**config.mk**
```make
export PLATFORM = sky130hd
export DESIGN_NAME = six_channel_signed_motor_drive
export DESIGN_NICKNAME = d
export VERILOG_FILES = /design/src/rtl/smd_pkg.sv /design/src/rtl/smd_chan.sv /design/src/rtl/six_channel_signed_motor_drive.sv
export SDC_FILE = /design/constraint.sdc
export NUM_CORES = 2
export LEC_CHECK = 0
export BUFFER_PORTS_ARGS = -buffer_cell sky130_fd_sc_hd__buf_2
export CORE_MARGIN = 8
export CORE_UTILIZATION = 40
export DETAILED_ROUTE_END_ITERATION = 10
export HOLD_SLACK_MARGIN = 0.1
export SLEW_MARGIN = 20
export SYNTH_ARGS = -nofsm -noshare
export SYNTH_HDL_FRONTEND = slang
export SYNTH_SLANG_ARGS = --single-unit
```
**constraint.sdc**
```tcl
create_clock -name i_clk -period 18.8 [get_ports i_clk]
set_clock_uncertainty 0.1 [all_clocks]
set_input_delay 0.94 -clock i_clk [delete_from_list [all_inputs] [get_ports i_clk]]
set_output_delay 0.94 -clock i_clk [all_outputs]
set_load 0.005 [all_outputs]
```
**src/rtl/smd_pkg.sv**
```systemverilog
// smd_pkg: shared types and constants of the six-channel signed motor drive
// no dependencies; imported by smd_chan and six_channel_signed_motor_drive

package smd_pkg;

    localparam int CHANNELS    = 6;
    localparam int BANK_CHANS  = 4;
    localparam int SPEED_W     = 16;
    localparam int MAG_W       = SPEED_W - 1;
    localparam int PERIOD_W    = 16;
    localparam int DUTY_W      = 16;
    localparam int PROD_W      = MAG_W + PERIOD_W;

    // command value that means stop besides zero
    localparam logic [SPEED_W-1:0]  STOP_CODE    = 16'h8000;
    localparam logic [PERIOD_W-1:0] PERIOD_RESET = 16'h7000;

    // forward and reverse masks of channels 0..3 within drive bank a
    localparam logic [7:0] BANK_FWD [BANK_CHANS] = '{8'h02, 8'h04, 8'h20, 8'h40};
    localparam logic [7:0] BANK_REV [BANK_CHANS] = '{8'h01, 8'h08, 8'h10, 8'h80};

    // channel 4 and channel 5 direction pairs
    localparam logic [1:0] CH4_FWD = 2'b10;
    localparam logic [1:0] CH4_REV = 2'b01;
    localparam logic [1:0] CH5_FWD = 2'b01;
    localparam logic [1:0] CH5_REV = 2'b10;

    typedef enum logic [1:0] {
        DIR_STOP,
        DIR_FWD,
        DIR_REV
    } t_dir;

    typedef struct packed {
        t_dir               dir;
        logic [DUTY_W-1:0]  duty;
    } t_chan_res;

endpackage

```
**src/rtl/smd_chan.sv**
```systemverilog
// smd_chan: decode of one signed speed command into direction and pwm duty
// depends on smd_pkg

module smd_chan
    import smd_pkg::*;
(
    input  logic [SPEED_W-1:0]  i_speed,
    input  logic [PERIOD_W-1:0] i_period,
    output t_chan_res           o_res
);

    logic              stop;
    logic              neg;
    logic [SPEED_W-1:0] neg_speed;
    logic [MAG_W-1:0]  mag;
    logic [PROD_W-1:0] prod;

    // stop on zero or the most negative code
    assign stop      = (i_speed == '0) || (i_speed == STOP_CODE);
    assign neg       = i_speed[SPEED_W-1];
    assign neg_speed = SPEED_W'(~i_speed + 1'b1);

    // magnitude fits in 15 bits once the stop code is excluded
    always_comb begin
        if (stop) begin
            mag = '0;
        end else if (neg) begin
            mag = neg_speed[MAG_W-1:0];
        end else begin
            mag = i_speed[MAG_W-1:0];
        end
    end

    // duty = magnitude * period / 32768, truncated
    assign prod = PROD_W'(mag) * PROD_W'(i_period);

    always_comb begin
        o_res.duty = prod[PROD_W-1:MAG_W];
        if (stop) begin
            o_res.dir = DIR_STOP;
        end else if (neg) begin
            o_res.dir = DIR_REV;
        end else begin
            o_res.dir = DIR_FWD;
        end
    end

endmodule

```
**src/rtl/six_channel_signed_motor_drive.sv**
```systemverilog
// six_channel_signed_motor_drive: top level, six speed commands to h-bridge bits and duty
// depends on smd_pkg and smd_chan
//
//  channel   handshake                      payload
//  command   start in, busy out             i_speed_ch0 .. i_speed_ch5
//  result    o_valid strobe, one cycle      o_drive_bank_a, o_drive_ch4/5, o_duty_ch0..5
//  config    i_cfg_valid in, o_cfg_ready    i_cfg_data (pwm period)
//
//  a request enters an input register, the six per-channel multipliers run in
//  the next cycle and the result register captures what they compute.
//  one request is taken every cycle; busy is never raised.
//  synchronous active-low reset clears the valid bits and loads period 0x7000.
//  the receiver cannot stall: each result is shown for exactly one cycle.

module six_channel_signed_motor_drive
    import smd_pkg::*;
(
    input  logic                i_clk,
    input  logic                i_rst_n,
    input  logic                start,
    output logic                busy,
    input  logic [SPEED_W-1:0]  i_speed_ch0,
    input  logic [SPEED_W-1:0]  i_speed_ch1,
    input  logic [SPEED_W-1:0]  i_speed_ch2,
    input  logic [SPEED_W-1:0]  i_speed_ch3,
    input  logic [SPEED_W-1:0]  i_speed_ch4,
    input  logic [SPEED_W-1:0]  i_speed_ch5,
    input  logic                i_cfg_valid,
    output logic                o_cfg_ready,
    input  logic [PERIOD_W-1:0] i_cfg_data,
    output logic                o_valid,
    output logic [7:0]          o_drive_bank_a,
    output logic [1:0]          o_drive_ch4,
    output logic [1:0]          o_drive_ch5,
    output logic [DUTY_W-1:0]   o_duty_ch0,
    output logic [DUTY_W-1:0]   o_duty_ch1,
    output logic [DUTY_W-1:0]   o_duty_ch2,
    output logic [DUTY_W-1:0]   o_duty_ch3,
    output logic [DUTY_W-1:0]   o_duty_ch4,
    output logic [DUTY_W-1:0]   o_duty_ch5
);

    logic [PERIOD_W-1:0] r_pwm_period;
    logic                r_in_valid;
    logic [SPEED_W-1:0]  r_speed [CHANNELS];
    logic                r_out_valid;
    logic [7:0]          r_bank;
    logic [1:0]          r_d4;
    logic [1:0]          r_d5;
    logic [DUTY_W-1:0]   r_duty [CHANNELS];

    logic [7:0]          n_bank;
    logic [1:0]          n_d4;
    logic [1:0]          n_d5;
    t_chan_res           chan_res [CHANNELS];

    // always ready for a request and for a config write
    assign busy        = 1'b0;
    assign o_cfg_ready = 1'b1;

    // period register
    always_ff @(posedge i_clk) begin
        if (!i_rst_n) begin
            r_pwm_period <= PERIOD_RESET;
        end else if (i_cfg_valid && o_cfg_ready) begin
            r_pwm_period <= i_cfg_data;
        end
    end

    // input register
    always_ff @(posedge i_clk) begin
        if (!i_rst_n) begin
            r_in_valid <= 1'b0;
        end else begin
            r_in_valid <= start && !busy;
        end
    end

    always_ff @(posedge i_clk) begin
        if (start && !busy) begin
            r_speed[0] <= i_speed_ch0;
            r_speed[1] <= i_speed_ch1;
            r_speed[2] <= i_speed_ch2;
            r_speed[3] <= i_speed_ch3;
            r_speed[4] <= i_speed_ch4;
            r_speed[5] <= i_speed_ch5;
        end
    end

    // one decode and multiplier lane per channel
    for (genvar g = 0; g < CHANNELS; g++) begin : g_chan
        smd_chan u_chan (
            .i_speed  (r_speed[g]),
            .i_period (r_pwm_period),
            .o_res    (chan_res[g])
        );
    end

    // pack direction bits
    always_comb begin
        n_bank = '0;
        for (int i = 0; i < BANK_CHANS; i++) begin
            unique case (chan_res[i].dir)
                DIR_FWD: n_bank = n_bank | BANK_FWD[i];
                DIR_REV: n_bank = n_bank | BANK_REV[i];
                default: n_bank = n_bank;
            endcase
        end
        unique case (chan_res[4].dir)
            DIR_FWD: n_d4 = CH4_FWD;
            DIR_REV: n_d4 = CH4_REV;
            default: n_d4 = '0;
        endcase
        unique case (chan_res[5].dir)
            DIR_FWD: n_d5 = CH5_FWD;
            DIR_REV: n_d5 = CH5_REV;
            default: n_d5 = '0;
        endcase
    end

    // result register
    always_ff @(posedge i_clk) begin
        if (!i_rst_n) begin
            r_out_valid <= 1'b0;
        end else begin
            r_out_valid <= r_in_valid;
        end
    end

    always_ff @(posedge i_clk) begin
        if (r_in_valid) begin
            r_bank <= n_bank;
            r_d4   <= n_d4;
            r_d5   <= n_d5;
            for (int i = 0; i < CHANNELS; i++) begin
                r_duty[i] <= chan_res[i].duty;
            end
        end
    end

    assign o_valid        = r_out_valid;
    assign o_drive_bank_a = r_bank;
    assign o_drive_ch4    = r_d4;
    assign o_drive_ch5    = r_d5;
    assign o_duty_ch0     = r_duty[0];
    assign o_duty_ch1     = r_duty[1];
    assign o_duty_ch2     = r_duty[2];
    assign o_duty_ch3     = r_duty[3];
    assign o_duty_ch4     = r_duty[4];
    assign o_duty_ch5     = r_duty[5];

endmodule
```
==> metrics.md <==
| Metric | Value |
|---|---|
| Most frequent cells in the layout | inv_1 (1224), fa_1 (1074), nand2_1 (657) |
| CP Launch Type | flip-flop |
| Required @ worst endpoint | 19.06 ns |
| Crit end category | flip-flop |
| Area of the multi-input gates | 42300 sq um |
| Setup TNS | 0 ns |
| Flop pwr share | 11.3% |
| Synth unique cells | 66 |
| First-pass GRT wire length | 228000 um |
| Crit path kind | flip-flop to flip-flop |
| Register area share after synthesis | 11.9% |
| Final worst-path cycle share | 49.0% |
| Nets@finish | 7562 |
| Port Buf Inserts | 224 |
| Async set or reset register ratio after synthesis | 0% |
| Post-route ant nets | 0 |
| Crit path max fanout | 16 |
| CTS tree | done |
| DRC Markers | 0 |
| Root buffer cell | clkbuf_16 |
| Critical path arrival | 9.48 ns |
| EDFF count, synth | 204 |
| Switching Fraction | 51.9% |
| Clk network pwr share | 5.5% |
| Fillers | 13126 |
| H-Tree Depth | 1 |
| Die area | 148000 sq um |
| Post-synthesis cell area | 54300 sq um |
| Hold buffers post-CTS | 0 |
| Die width | 384 um |
| Initial antenna violation count | 5 |
| Share of layout cells above drive strength 1 | 7.13% |
| WL final | 137000 um |
| Gate power share | 83.2% |
| Yosys warns | 0 |
| MaxCap Viol Count | 0 |
| Leakage power | 0.0295 uW |
| Area Overhead vs Synth | 7.57% |
| Largest net degree at the start of global routing | 68 |
| Max IR drop VDD | 208 uV |
| Power Density | 172 nW/um^2 |
| Iteration-0 DRC Markers | 1836 |
| Worst-Skew Late Latency | 0.62 ns |
| Via count | 38130 |
| Fin util | 43.2% |
| Ports | 227 |
| Register Area | 6550 sq um |
| Max clock buf depth | 3 |
| CTS buffer count | 30 |
| Global route overflow | 0 |
| Max Clock Freq | 109 MHz |
| Worst Tran Pin Value | 1.07 ns |
| Rel. slew slack | 28.4% |
| Switch Pwr | 5200 uW |
| Setup-failing EPs final | 0 |
| Critical-path top delay cell | nor4_1 |
| Min Clock Period, post-route | 9.21 ns |
| Number of buffers added for setup after CTS | 0 |
| #FFs+latches synth | 222 |
| Final Max Slew Viols | 0 |
| GRT Total Usage | 19.2% |
| Vias in the first global route | 41965 |
| Num rows | 135 |
| Initial Util | 40.2% |
| DR pass1 iterations | 8 |
| CP top delay family | adder cells |
| Via density | 5.00 |
| Crit-path max cell delay | 0.73 ns |
| Die Y | 384 um |
| Leading cell type in the layout, fill and taps excluded | inv_1 |
| Avg WL per Cell | 18.0 um |
| Gates resized, CTS repair | 0 |
| Int Power | 4820 uW |
| CP dominant cell by count | fa_1 |
| GPL Wtd Cong | 0.873 |
| Worst hold path class | primary input to flip-flop |
| CTS Sinks | 222 |
| Final Hold Vio Count | 0 |
| Dpl hpwl | 102000 um |
| RSZ-0062 raised after global routing | false |
| Synth Instances | 5746 |
| Buffers & Inverters on Critical Path | 3 |
| Worst-path clk slew | 0.07 ns |
| Avg Cell Area, Syn | 9.45 sq um |
| Core area | 135000 sq um |
| Prevailing post-synth register cell | edfxtp_1 |
| Status | complete, no violations |
| Mapped Nets | 7494 |
[Yosys cell counts, types with 6 or more instances]
library cell  instances  area, sq um
inv_1              1224         4590
fa_1               1074        21500
nand2_1             657         2470
and2_1              609         3810
ha_1                558         6980
clkbuf_1            269         1010
nor2b_1             218         1360
edfxtp_1            204         6130
xnor2_1             112          981
a21oi_1             111          556
nor2_1              105          394
xor2_1               73          639
and3_1               67          419
o21ai_0              64          320
a21o_1               54          405
nand2b_1             35          219
nand3_1              27          135
o31ai_1              26          195
nand4_1              25          156
mux2i_1              22          220
a31oi_1              19          119
dfxtp_1              18          360
nor4_1               17          106
nor3_1               16         80.1
o21bai_1             15          113
or3_1                12         75.1
o41ai_1              10         87.6
o211ai_1              8         60.1
or2_2                 7         43.8
or4_1                 6         45.0
[cell families (layout without fill, tap and decap cells)]
group | after synthesis | after routing | share of synthesized area [%]
mux | 22 | 22 | 0.406
other cells | 2 | 3 | 0.0138
flops | 222 | 222 | 11.9
buf+inv | 1499 | 1590 | 10.4
compound gates | 366 | 366 | 4.36
fa+ha+maj | 1632 | 1632 | 52.5
simple gates | 1818 | 1818 | 17.4
xor+xnor | 185 | 185 | 2.99
[final timing paths]
check | start | endpoint | slack (ns) | cells after the start
worst max-delay path | r_speed[0][4] | r_duty[0][15] | 9.59 | 25
worst max register to register | r_speed[0][4] | r_duty[0][15] | 9.59 | 25
worst min register to register | r_in_valid | o_drive_ch4[1] | 0.48 | 0
worst min-delay path | i_speed_ch0[0] | r_speed[0][0] | 0.39 | 1
[per-stage QoR]
stage                     instances  instance area [sq um]  worst slack [ns]  hold WS, ns  power, uW
after detailed placement       7563                  57500              9.80        0.490       9470
after CTS                      7618                  58400              9.76        0.327      10200
after global placement         7563                  57400              9.86        0.491       9380
after global routing           7619                  58400              9.08        0.344      11400
after floorplan                5746                  54300             10.83        0.558       7310
final                          7619                  58400              9.59        0.389      10000
[power groups by stage]
stage	registers, uW	logic (uW)	clock network (uW)
final	1130	8340	552
after global routing	1150	9650	595
after CTS	1140	8460	579
after detailed placement	1140	8330	0
after global placement	1140	8240	0
after floorplan	1110	6200	0
[layout make-up]
class	instances	share of cell area, %
repair buffers	311	3.04
diodes	1	0.00429
flip-flops and latches	222	11.2
clock inverters	17	0.206
inverters	1224	7.87
multi-input cells	4025	72.5
well taps	1781	3.82
clock buffers	38	1.37
[layer usage]
layer / vias to the layer above / track usage, % / part of all wire [%]
met1: 19713 / 26.1 / 45
met2: 795 / 32.5 / 48
met3: 131 / 2.57 / 5.2
li1: 17491 / - / -
met4: 0 / 4.48 / 2.2
met5: - / 0 / 0
[sequential cells by signal, summed over array words and instances (netlist names)]
signal,flops
o_drive_ch4,2
r_in_valid,1
r_speed,96
r_duty,96
r_pwm_period,16
o_drive_ch5,2
o_valid,1
o_drive_bank_a,8
Note: power is estimated with default switching activity, not from simulation.
